[config.mk]
export PLATFORM = sky130hd
export DESIGN_NAME = wvg_ram
export DESIGN_NICKNAME = d
export VERILOG_FILES = /design/src/wvg_ram.sv
export SDC_FILE = /design/constraint.sdc
export NUM_CORES = 1
export LEC_CHECK = 0
export BUFFER_PORTS_ARGS = -buffer_cell sky130_fd_sc_hd__buf_2
export CAP_MARGIN = 20
export CORE_MARGIN = 1.5
export CORE_UTILIZATION = 60
export CTS_BUF_LIST = sky130_fd_sc_hd__clkbuf_16
export DETAILED_ROUTE_END_ITERATION = 10
export PLACE_DENSITY = 0.79
export SETUP_SLACK_MARGIN = 0.15
export SYNTH_ARGS = -nofsm -noshare
export SYNTH_HDL_FRONTEND = slang
export SYNTH_SLANG_ARGS = --single-unit
[constraint.sdc]
create_clock -name clock -period 2.26 [get_ports clock]
set_input_delay 0.452 -clock clock [delete_from_list [all_inputs] [get_ports clock]]
set_output_delay 0.452 -clock clock [all_outputs]
set_load 0.05 [all_outputs]
[src/wvg_ram.sv]
// ---------------------------------------------------------------------------
// wvg_ram: generic single-write, single-read RAM
// One write port and one read port with registered read data.
// ---------------------------------------------------------------------------
module wvg_ram #(
   parameter int WIDTH = 8,
   parameter int DEPTH = 16
) (
   input  logic                     clock,
   input  logic                     wr_en,
   input  logic [$clog2(DEPTH)-1:0] wr_addr,
   input  logic [WIDTH-1:0]         wr_data,
   input  logic [$clog2(DEPTH)-1:0] rd_addr,
   output logic [WIDTH-1:0]         rd_data
);

   logic [WIDTH-1:0] mem [DEPTH];

   // write, then register the read word
   always_ff @(posedge clock) begin
      if (wr_en) begin
         mem[wr_addr] <= wr_data;
      end
      rd_data <= mem[rd_addr];
   end

endmodule

==> impl_metrics.xml <==
<?xml version="1.0" encoding="UTF-8"?>
<metrics>
  <group name="outcome">
    <metric name="status" unit="">complete, no violations</metric>
  </group>
  <group name="sta">
    <metric name="finalHoldWorstSlack" unit="ps">430.1</metric>
    <metric name="setup-tns-final" unit="ps">0</metric>
    <metric name="timing.final.hold_violations" unit="">0</metric>
    <metric name="maxSlewHeadroom" unit="%">55.56</metric>
    <metric name="worst-slew-pin-transition" unit="ps">664.1</metric>
    <metric name="rsz0062_at_grt" unit="">false</metric>
    <metric name="fmaxAchievable" unit="MHz">667.7</metric>
    <metric name="timing_max_transition_violations_final" unit="">0</metric>
    <metric name="timing.final.crit_share" unit="%">66.27</metric>
    <metric name="post-route-min-period" unit="ps">1498</metric>
    <metric name="setup_viol" unit="">0</metric>
    <metric name="finClkSkew" unit="ps">9.323</metric>
  </group>
  <group name="cts">
    <metric name="cts.sinks" unit="">136</metric>
    <metric name="cts_setup_buffers" unit="">0</metric>
    <metric name="cts_hold_repair.buffers" unit="">0</metric>
    <metric name="cts_made_buffers" unit="">17</metric>
    <metric name="cts_max_level" unit="">4</metric>
    <metric name="tritoncts" unit="">built</metric>
    <metric name="clkTransAtPathRegs" unit="ps">60</metric>
    <metric name="source_to_sink_clock_delay_at_the_later_pin_of_the_worst_skew_pair" unit="ps">400</metric>
    <metric name="clock-root-buffer" unit="">sky130_fd_sc_hd__clkbuf_16</metric>
    <metric name="cts_resized" unit="">0</metric>
    <metric name="cts-root-to-sink-buffers" unit="">2</metric>
  </group>
  <group name="route">
    <metric name="drt_pre_antenna_iters" unit="">4</metric>
    <metric name="routedWlPerCell" unit="um">24.68</metric>
    <metric name="via_count" unit="">2467</metric>
    <metric name="detailed_route_wl" unit="mm">9.870</metric>
    <metric name="drt-vias-per-instance" unit="">6.168</metric>
    <metric name="drt_iter0_markers" unit="">253</metric>
    <metric name="final_antenna_net_count" unit="">0</metric>
    <metric name="drcViolationCount" unit="">0</metric>
  </group>
  <group name="floorplanning">
    <metric name="initial_core_utilization" unit="%">62.33</metric>
    <metric name="floorplan.die.height" unit="um">95.63</metric>
    <metric name="io-pin-count" unit="">26</metric>
    <metric name="core-area" unit="um2">8258</metric>
    <metric name="rows" unit="">33</metric>
    <metric name="floorplan.die.width" unit="um">95.63</metric>
    <metric name="floorplan.die_area" unit="um2">9144</metric>
  </group>
  <group name="pwr">
    <metric name="netsw" unit="W">0.001204</metric>
    <metric name="power.static_leakage" unit="nW">2.078</metric>
    <metric name="combinationalPowerShare" unit="%">5.4</metric>
    <metric name="share_of_total_power_consumed_by_net_switching" unit="%">20.98</metric>
    <metric name="clock_power_share" unit="%">45.1</metric>
    <metric name="power.internal" unit="W">0.004538</metric>
    <metric name="power_density" unit="nW/um2">949.4</metric>
    <metric name="power.share.sequential" unit="%">49.5</metric>
    <metric name="vdd_ir_drop_max" unit="uV">599.7</metric>
  </group>
  <group name="finish">
    <metric name="nFillCells" unit="">454</metric>
    <metric name="finalInstanceArea" unit="um2">6048</metric>
    <metric name="post_route_cells_drive_above_1_share" unit="%">30.51</metric>
    <metric name="nets" unit="">300</metric>
    <metric name="diodes" unit="">0</metric>
    <metric name="flow.area_growth_from_synthesis" unit="%">17.50</metric>
    <metric name="finalCoreUtilization" unit="%">73.24</metric>
    <metric name="post_layout_nonfiller_instances" unit="">400</metric>
  </group>
  <group name="synthesis">
    <metric name="netlist.area_leader.share" unit="%">74.67</metric>
    <metric name="post_synth.cell_area_avg" unit="um2">22.48</metric>
    <metric name="postSynthRegisterBits" unit="">136</metric>
    <metric name="synth.yosys.seq_area_share" unit="%">77.78</metric>
    <metric name="synth.largest_area_cell" unit="">sky130_fd_sc_hd__edfxtp_1</metric>
    <metric name="cell_count_after_synthesis" unit="">229</metric>
    <metric name="yosys-top-cells-area" unit="">sky130_fd_sc_hd__edfxtp_1 75%, sky130_fd_sc_hd__mux4_2 7.9%, sky130_fd_sc_hd__mux4_1 7.1%</metric>
    <metric name="syn_nets" unit="">247</metric>
    <metric name="synth.yosys.warnings" unit="">0</metric>
    <metric name="synth_cell_type_count" unit="">19</metric>
    <metric name="synth.cell_area" unit="um2">5147</metric>
  </group>
  <group name="setup_path">
    <metric name="cp.buffers_inverters" unit="">2</metric>
    <metric name="worst-path-max-fanout" unit="">32</metric>
    <metric name="setup.reg_to_reg.worst_slack" unit="ps">840</metric>
    <metric name="timing.critical_path.arrival" unit="ps">1770</metric>
    <metric name="endpoint_kind" unit="">flip-flop</metric>
    <metric name="timing.critical_path.from_type" unit="">input pin</metric>
    <metric name="critical-path-max-stage-delay" unit="ps">580</metric>
    <metric name="worst_r2r_path_cells" unit="">3</metric>
    <metric name="r2r-end" unit="">rd_data[1]$_DFF_P_</metric>
    <metric name="crit_chain" unit="">buf_2, buf_12, mux4_1, a22oi_1, nand2_1</metric>
    <metric name="worst-setup-path-type" unit="">in2reg</metric>
    <metric name="timing.critical_path.slowest_stage_cell" unit="">sky130_fd_sc_hd__mux4_1</metric>
    <metric name="cpLargestDelayFamily" unit="">multiplexers</metric>
    <metric name="critPathRequiredTime" unit="ps">2530</metric>
    <metric name="crit-reg2reg-launch" unit="">mem[1][1]$_DFFE_PP_</metric>
  </group>
  <group name="placement">
    <metric name="io_buffer_count" unit="">25</metric>
    <metric name="numPlacedInstances" unit="">368</metric>
    <metric name="finalWeightedCongestion" unit="">0.7158</metric>
    <metric name="dp.final_hpwl" unit="mm">5.798</metric>
    <metric name="placed_area" unit="um2">5485</metric>
  </group>
  <group name="global_route">
    <metric name="antenna_found_initial" unit="">2</metric>
    <metric name="global_route_wire_length_before_repair" unit="mm">14.97</metric>
    <metric name="grt_start_max_net_pins" unit="">33</metric>
    <metric name="grtUsageTotal" unit="%">24.76</metric>
    <metric name="globalRouteOverflowTotal" unit="">0</metric>
    <metric name="vias_in_the_first_global_route" unit="">2569</metric>
  </group>
  <group name="worst_hold_path">
    <metric name="startpoint_of_the_worst_hold_path" unit="">wr_data[7]</metric>
    <metric name="min_path_cells" unit="">1</metric>
    <metric name="hold_path_class" unit="">in2reg</metric>
    <metric name="timing.hold.worst_endpoint" unit="">mem[4][7]$_DFFE_PP_</metric>
  </group>
  <group name="job">
    <metric name="cap_violations" unit="">0</metric>
  </group>
</metrics>
[synthesized netlist by cell type]
cell type,count
sky130_fd_sc_hd__nand3b_1,2
sky130_fd_sc_hd__or3b_2,1
sky130_fd_sc_hd__buf_2,3
sky130_fd_sc_hd__a22oi_1,16
sky130_fd_sc_hd__nor2_1,13
sky130_fd_sc_hd__buf_4,1
sky130_fd_sc_hd__nand3_1,1
sky130_fd_sc_hd__buf_6,3
sky130_fd_sc_hd__nand2b_1,2
sky130_fd_sc_hd__mux4_2,18
sky130_fd_sc_hd__dfxtp_1,8
sky130_fd_sc_hd__nor2b_1,1
sky130_fd_sc_hd__and2b_1,1
sky130_fd_sc_hd__clkdlybuf4s25_2,3
sky130_fd_sc_hd__edfxtp_1,128
sky130_fd_sc_hd__nand2_1,9
sky130_fd_sc_hd__nor3_1,4
sky130_fd_sc_hd__and2_1,1
sky130_fd_sc_hd__mux4_1,14
[layer usage]
layer  wire length (um)  GRT usage, %
met2               5061         38.56
met1               3705         32.52
met5                 28             0
met4                110         11.03
met3                964         7.576
[worst max-delay path by stage]
stage | start | endpoint | slack (ps) | depth (start not counted)
final | rd_addr[0] | rd_data[4]$_DFF_P_ | 760 | 5
after global routing | rd_addr[0] | rd_data[1]$_DFF_P_ | 710 | 5
after CTS | rd_addr[0] | rd_data[1]$_DFF_P_ | 740 | 5
after detailed placement | rd_addr[0] | rd_data[1]$_DFF_P_ | 330 | 5
after global placement | rd_addr[0] | rd_data[1]$_DFF_P_ | 350 | 5
after floorplan | wr_addr[2] | mem[0][0]$_DFFE_PP_ | 320 | 2
[layout by cell type, fill, tap and decap left out, drive strengths merged]
master,synthesis,final
dfxtp,8,8
nand3b,2,2
nand3,1,1
clkinv,0,7
edfxtp,128,128
or3b,1,1
nor2,13,13
nor3,4,4
clkinvlp,0,3
and2,1,1
buf,7,44
nand2,9,9
and2b,1,1
inv,0,3
nor2b,1,1
a22oi,16,16
mux4,32,32
clkbuf,0,17
nand2b,2,2
bufinv,0,2
[power groups by stage]
stage          Combinational [W]  Clock (W)  Sequential, W
2_1_floorplan           0.000143          0        0.00294
3_3_place_gp            0.000305          0        0.00289
3_5_place_dp            0.000312          0        0.00289
4_1_cts                 0.000315    0.00262        0.00284
5_1_grt                 0.000333    0.00273        0.00285
6_report                0.000310    0.00259        0.00284
[cell families (layout without fill, tap and decap cells)]
| kind of cell | after synthesis | count (layout) | share of synthesized area (%) |
|---|---|---|---|
| AND/OR/NAND/NOR | 35 | 35 | 3.184 |
| flip-flops | 136 | 136 | 77.78 |
| multiplexers | 32 | 32 | 15.02 |
| AO/OA/AOI/OAI | 16 | 16 | 2.334 |
| buffers and inverters | 10 | 76 | 1.677 |
[flip-flops by register name (all words and copies together), names as in the netlist]
name,count
mem,128
rd_data,8
[stage by stage]
stage               power, W  worst slack (ps)
finish              0.005742             762.4
global route        0.005911             705.7
CTS                 0.005772             740.6
detailed placement  0.003204             330.2
global placement    0.003193             353.5
floorplan           0.003087             315.1
[final cells by class]
type | count | area (um2) | area share, %
sequential | 136 | 4004 | 66.20
multi-input combinational | 83 | 1057 | 17.48
clock buffer | 17 | 425.4 | 7.034
timing repair buffer | 44 | 292.8 | 4.841
clock inverter | 15 | 137.6 | 2.276
tap | 105 | 131.4 | 2.172
Power figures use the tool's default switching activity.
