## src/wvg_pkg.sv

```systemverilog
// ---------------------------------------------------------------------------
// wvg_pkg: shared definitions for the windowed volatility guard
// Widths, register indexes, codes and the divider beat types used by the
// guard and its divider.
// ---------------------------------------------------------------------------
package wvg_pkg;

   localparam int WINDOW_DEPTH = 256;
   localparam int IDX_W        = $clog2(WINDOW_DEPTH);
   localparam int CNT_W        = $clog2(WINDOW_DEPTH) + 1;
   localparam int PRICE_BITS   = 48;
   localparam int FRAC_BITS    = 32;
   localparam int INT_BITS     = 8;
   localparam int RATIO_W      = FRAC_BITS + INT_BITS;
   localparam int TIME_W       = 64;
   localparam int CSR_W        = 64;
   localparam int CSR_IDX_W    = 3;
   localparam int COUNTER_W    = 32;
   localparam int LIMIT_W      = 16;
   localparam int JUMPS_W      = 9;

   localparam logic [RATIO_W-1:0] RATIO_MAX = '1;
   localparam logic [TIME_W-1:0]  TIME_BIAS = {1'b1, {(TIME_W-1){1'b0}}};

   // register indexes
   localparam logic [CSR_IDX_W-1:0] CSR_JUMP_THRESHOLD      = 3'd0;
   localparam logic [CSR_IDX_W-1:0] CSR_JUMP_COUNT_LIMIT    = 3'd1;
   localparam logic [CSR_IDX_W-1:0] CSR_JUMP_WINDOW_NS      = 3'd2;
   localparam logic [CSR_IDX_W-1:0] CSR_AMPLITUDE_THRESHOLD = 3'd3;
   localparam logic [CSR_IDX_W-1:0] CSR_AMPLITUDE_WINDOW_NS = 3'd4;
   localparam logic [CSR_IDX_W-1:0] CSR_COOLDOWN_NS         = 3'd5;

   // operations
   localparam logic OP_QUOTE = 1'b0;
   localparam logic OP_CHECK = 1'b1;

   // block reasons
   localparam logic [1:0] REASON_NONE     = 2'd0;
   localparam logic [1:0] REASON_COOLDOWN = 2'd1;
   localparam logic [1:0] REASON_TRIGGER  = 2'd2;

   typedef struct packed {
      logic                  start;
      logic [PRICE_BITS-1:0] num;
      logic [PRICE_BITS-1:0] den;
   } div_req_type;

   typedef struct packed {
      logic               done;
      logic [RATIO_W-1:0] quo;
   } div_rsp_type;

endpackage

```

## src/wvg_div.sv

```systemverilog
// ---------------------------------------------------------------------------
// wvg_div: iterative Q8.32 ratio divider
// Restoring division, one quotient bit a cycle, saturating at the ratio max.
// ---------------------------------------------------------------------------
module wvg_div (
   input  logic                 clock,
   input  logic                 reset,
   input  wvg_pkg::div_req_type req,
   output wvg_pkg::div_rsp_type rsp
);

   localparam int REM_W  = wvg_pkg::PRICE_BITS + 1;
   localparam int STEP_W = $clog2(wvg_pkg::RATIO_W);

   typedef enum logic [0:0] {DV_IDLE, DV_RUN} dv_state_type;

   dv_state_type                      state_ff, state_in;
   logic [REM_W-1:0]                  rem_ff, rem_in;
   logic [wvg_pkg::RATIO_W-1:0]       shift_ff, shift_in;
   logic [wvg_pkg::RATIO_W-1:0]       quo_ff, quo_in;
   logic [wvg_pkg::PRICE_BITS-1:0]    den_ff, den_in;
   logic [STEP_W-1:0]                 step_ff, step_in;
   logic                              done_ff, done_in;
   logic [REM_W-1:0]                  trial;
   logic                              fits;
   logic                              overflow;

   // integer part of 256 or more saturates
   assign overflow = {{wvg_pkg::INT_BITS{1'b0}}, req.num} >=
                     {req.den, {wvg_pkg::INT_BITS{1'b0}}};
   assign trial    = {rem_ff[REM_W-2:0], shift_ff[wvg_pkg::RATIO_W-1]};
   assign fits     = trial >= {1'b0, den_ff};

   always_comb begin
      state_in = state_ff;
      rem_in   = rem_ff;
      shift_in = shift_ff;
      quo_in   = quo_ff;
      den_in   = den_ff;
      step_in  = step_ff;
      done_in  = 1'b0;
      case (state_ff)
         DV_IDLE: begin
            if (req.start) begin
               if (overflow) begin
                  quo_in  = wvg_pkg::RATIO_MAX;
                  done_in = 1'b1;
               end else begin
                  rem_in   = {{(REM_W-wvg_pkg::PRICE_BITS+wvg_pkg::INT_BITS){1'b0}},
                              req.num[wvg_pkg::PRICE_BITS-1:wvg_pkg::INT_BITS]};
                  shift_in = {req.num[wvg_pkg::INT_BITS-1:0], {wvg_pkg::FRAC_BITS{1'b0}}};
                  den_in   = req.den;
                  quo_in   = '0;
                  step_in  = '0;
                  state_in = DV_RUN;
               end
            end
         end
         DV_RUN: begin
            // shift in one numerator bit, subtract where it fits
            rem_in   = fits ? trial - {1'b0, den_ff} : trial;
            quo_in   = {quo_ff[wvg_pkg::RATIO_W-2:0], fits};
            shift_in = {shift_ff[wvg_pkg::RATIO_W-2:0], 1'b0};
            step_in  = step_ff + 1'b1;
            if (step_ff == STEP_W'(wvg_pkg::RATIO_W - 1)) begin
               done_in  = 1'b1;
               state_in = DV_IDLE;
            end
         end
         default: begin
            state_in = DV_IDLE;
         end
      endcase
   end

   always_ff @(posedge clock) begin
      if (reset) begin
         state_ff <= DV_IDLE;
         done_ff  <= 1'b0;
      end else begin
         state_ff <= state_in;
         done_ff  <= done_in;
      end
      rem_ff   <= rem_in;
      shift_ff <= shift_in;
      quo_ff   <= quo_in;
      den_ff   <= den_in;
      step_ff  <= step_in;
   end

   assign rsp.done = done_ff;
   assign rsp.quo  = quo_ff;

endmodule

```

## config.mk

```make
export PLATFORM = sky130hd
export DESIGN_NAME = wvg_div
export DESIGN_NICKNAME = d
export VERILOG_FILES = /design/src/wvg_pkg.sv /design/src/wvg_div.sv
export SDC_FILE = /design/constraint.sdc
export NUM_CORES = 1
export LEC_CHECK = 0
export ABC_CLOCK_PERIOD_IN_PS = 16450
export BUFFER_PORTS_ARGS = -buffer_cell sky130_fd_sc_hd__buf_2
export CAP_MARGIN = 10
export CORE_ASPECT_RATIO = 1.5
export CORE_MARGIN = 5
export CORE_UTILIZATION = 25
export DETAILED_ROUTE_END_ITERATION = 16
export HOLD_SLACK_MARGIN = 0.03
export SYNTH_ARGS = -nofsm -noshare
export SYNTH_HDL_FRONTEND = slang
export SYNTH_SLANG_ARGS = --single-unit
```

## constraint.sdc

```tcl
create_clock -name clock -period 16.45 [get_ports clock]
set_clock_uncertainty 0.1 [all_clocks]
set_input_delay 1.645 -clock clock [delete_from_list [all_inputs] [get_ports clock]]
set_output_delay 1.645 -clock clock [all_outputs]
set_load 0.05 [all_outputs]
```

==> out/metrics.csv <==
stage,metric,value,unit
worst_setup_path,cp.arrival,5.14,ns
synthesis,synth_fp_nets,1194,
placement,routabilityCongestion,0.854,
placement,numPortBuffers,139,
run,maxCapViolCount,0,
pwr,finalPower,0.00132,W
synthesis,syn_area,0.00991,mm2
global_route,grt_pass1_vias,8117,
route,avgViaCountPerCell,4.72,
timing,slew_viol_final,0,
timing,slew_headroom,40.9,%
clocking,cts_setup_buffers,0,
global_route,track_usage,12.3,%
synthesis,synthTopCellsByArea,"edfxtp_1, ha_1, a21oi_1",
min_path,hold_depth,1,
timing,worstMarginPinSlew,0.886,ns
timing,hold_violations,0,
worst_setup_path,path_class,input port to flip-flop,
cells_and_area,drive_above_1_share,17.4,%
global_route,grt_pass1_wl,43.2,mm
clocking,cts_tree,done,
timing,fin_crit,5.18,ns
min_path,hold_end,shift_ff[38],
global_route,grt_max_degree,70,
cells_and_area,fillers,4131,
timing,fmax,193,MHz
clocking,clockBufferDepth,2,
clocking,cts_root_buf,clkbuf_16,
cells_and_area,final_common_cell,edfxtp_1,
clocking,post_cts_resized,0,
synthesis,yosysTopAreaCellShare,45.5,%
pwr,power_density,112,mW/mm2
floorplan,fp.dieH,254,um
floorplan,dieArea,0.0438,mm2
floorplan,start_util,25.2,%
route,finalWirelength,27.4,mm
timing,setup-violations-final,0,
placement,detailedPlacementHpwl,20.7,mm
min_path,min_path_type,flip-flop to flip-flop,
synthesis,yosysUniqueCellTypes,62,
global_route,grt-ovfl-total,0,
clocking,cts_hold_buffers,0,
cells_and_area,nets,1322,
min_path,hold_path_startpoint,shift_ff[37],
pwr,ir_drop,0.0523,mV
clocking,cts-htree-levels,4,
global_route,antenna_found_initial,11,
synthesis,ys.warnings.count,0,
floorplan,fp-row-count,89,
synthesis,seq_area_frac_synth,45.9,%
timing,post-route-period-util,31.5,%
pwr,p_leak,5.43,nW
worst_setup_path,r2r_end,rem_ff[41],
synthesis,synth_ff_type,edfxtp_1,
route,antenna_left,0,
synthesis,syn-instance-count,1005,
worst_setup_path,r2r_start,rem_ff[0],
synthesis,yosys.area.top_type,edfxtp_1,
floorplan,dieWidth,173,um
cells_and_area,area_delta_synth_final,18.7,%
synthesis,ys_ff_latch,152,
clocking,cts.sinks,152,
route,routedWlPerCell,16.6,um
route,drt-initial-drc-count,396,
synthesis,postSynth.asyncResetShare,0,%
synthesis,syn_avg_cell_area,9.86,um2
route,drc,0,
clocking,clk_latency,0.44,ns
route,dr.pass1.iters,4,
synthesis,synth_edf_count,150,
worst_setup_path,startpoint_type,input port,
worst_setup_path,rr_worst_depth,12,
worst_setup_path,cp_max_fo,62,
floorplan,io-pin-count,140,
worst_setup_path,cp-end-kind,flip-flop,
run_status,run_status,"finished, final reports clean",
cells_and_area,mostFrequentLayoutCells,"edfxtp_1, buf_2, nand2_1",
clocking,cts.clk_slew.worst_paths,0.07,ns
worst_setup_path,rrSetupSlack,12.24,ns
floorplan,core,0.0393,mm2
timing,rsz0062_at_grt,false,
worst_setup_path,cp.required,16.41,ns
route,route.vias.total,7784,
clocking,cts_buffers,17,
timing,setup_tns,0,ns
[cell usage after synthesis, types with 15 or more instances]
cell      number
edfxtp_1     150
xor2_1        22
o21ai_0       37
ha_1          89
nor2_1        69
xnor2_1       23
a21oi_1      102
clkbuf_1      31
nand3_1       22
inv_1        102
a21o_1        43
nand2_1      133
nand4_1       15
mux2i_1       33
[per-stage QoR]
stage / setup slack, ns / cells / hold WS [ns] / instance area [um2] / util [%]
final: 11.27 / 1650 / 0.446 / 11800 / 29.9
after global routing: 10.99 / 1650 / 0.474 / 11800 / 29.9
after CTS: 11.23 / 1646 / 0.454 / 11800 / 29.9
after detailed placement: 10.77 / 1614 / 0.436 / 11100 / 28.4
after global placement: 10.81 / 1614 / 0.435 / 11100 / 28.4
after floorplan: 9.14 / 1005 / 0.423 / 9910 / -
[metal layers]
| metal | up-vias | track usage (%) | wire (um) |
|---|---|---|---|
| met5 | - | 0 | 86 |
| met4 | 10 | 3.67 | 498 |
| met3 | 38 | 2.89 | 1250 |
| met2 | 174 | 22.2 | 13900 |
| met1 | 3687 | 14.5 | 11600 |
| li1 | 3875 | - | - |
[critical path, stage by stage]
cell,delay [ns]
buf_2,0.08
inv_1,0.04
ha_1,0.30
a21o_1,0.18
a21o_1,0.16
a21oi_1,0.26
o21ai_0,0.24
a221oi_1,0.33
o21ai_0,0.20
a21oi_1,0.17
nor2_1,0.10
nand2_1,0.08
buf_4,0.39
and2_2,0.22
buf_4,0.68
[final cells by class]
cell class | instances | area, um2 | share of cell area [%]
clock buffers | 17 | 425 | 3.62
multi-input cells | 713 | 4840 | 41.1
inverters | 103 | 387 | 3.29
repair buffers | 146 | 748 | 6.36
diodes | 4 | 10.0 | 0.0851
clock inverters | 15 | 180 | 1.53
well taps | 500 | 626 | 5.32
flip-flops and latches | 152 | 4550 | 38.7
[registers in the layout (all words and copies together) (netlist names)]
register and count:
quo_ff 40, den_ff 48, rem_ff 48, shift_ff 8, done_ff 1, step_ff 6
state_ff 1
[cell families (layout without fill, tap and decap cells)]
kind of cell,Yosys count,count (layout),share of synthesized area (%)
flops,152,152,45.9
other cells,0,4,0
compound gates,245,245,15.8
simple gates,292,292,13.2
mux,41,41,4.24
xor+xnor,45,45,3.98
buf+inv,140,281,5.47
fa+ha+maj,90,90,11.4
[where the power goes]
part	switching [W]	leakage (nW)	internal, W
Sequential	0.0000237	1.53	0.000476
Combinational	0.000247	3.60	0.000158
Clock	0.000183	0.301	0.000231
[worst max path at each step]
stage | end | cells after the start | slack, ns | from
after floorplan | den_ff[0] | 11 | 9.14 | req[56]
final | rem_ff[35] | 15 | 11.27 | req[29]
after global routing | rem_ff[35] | 15 | 10.99 | req[29]
after global placement | rem_ff[30] | 15 | 10.81 | req[29]
after CTS | rem_ff[35] | 15 | 11.23 | req[29]
after detailed placement | rem_ff[33] | 15 | 10.77 | req[29]
Note: power is estimated with default switching activity, not from simulation.
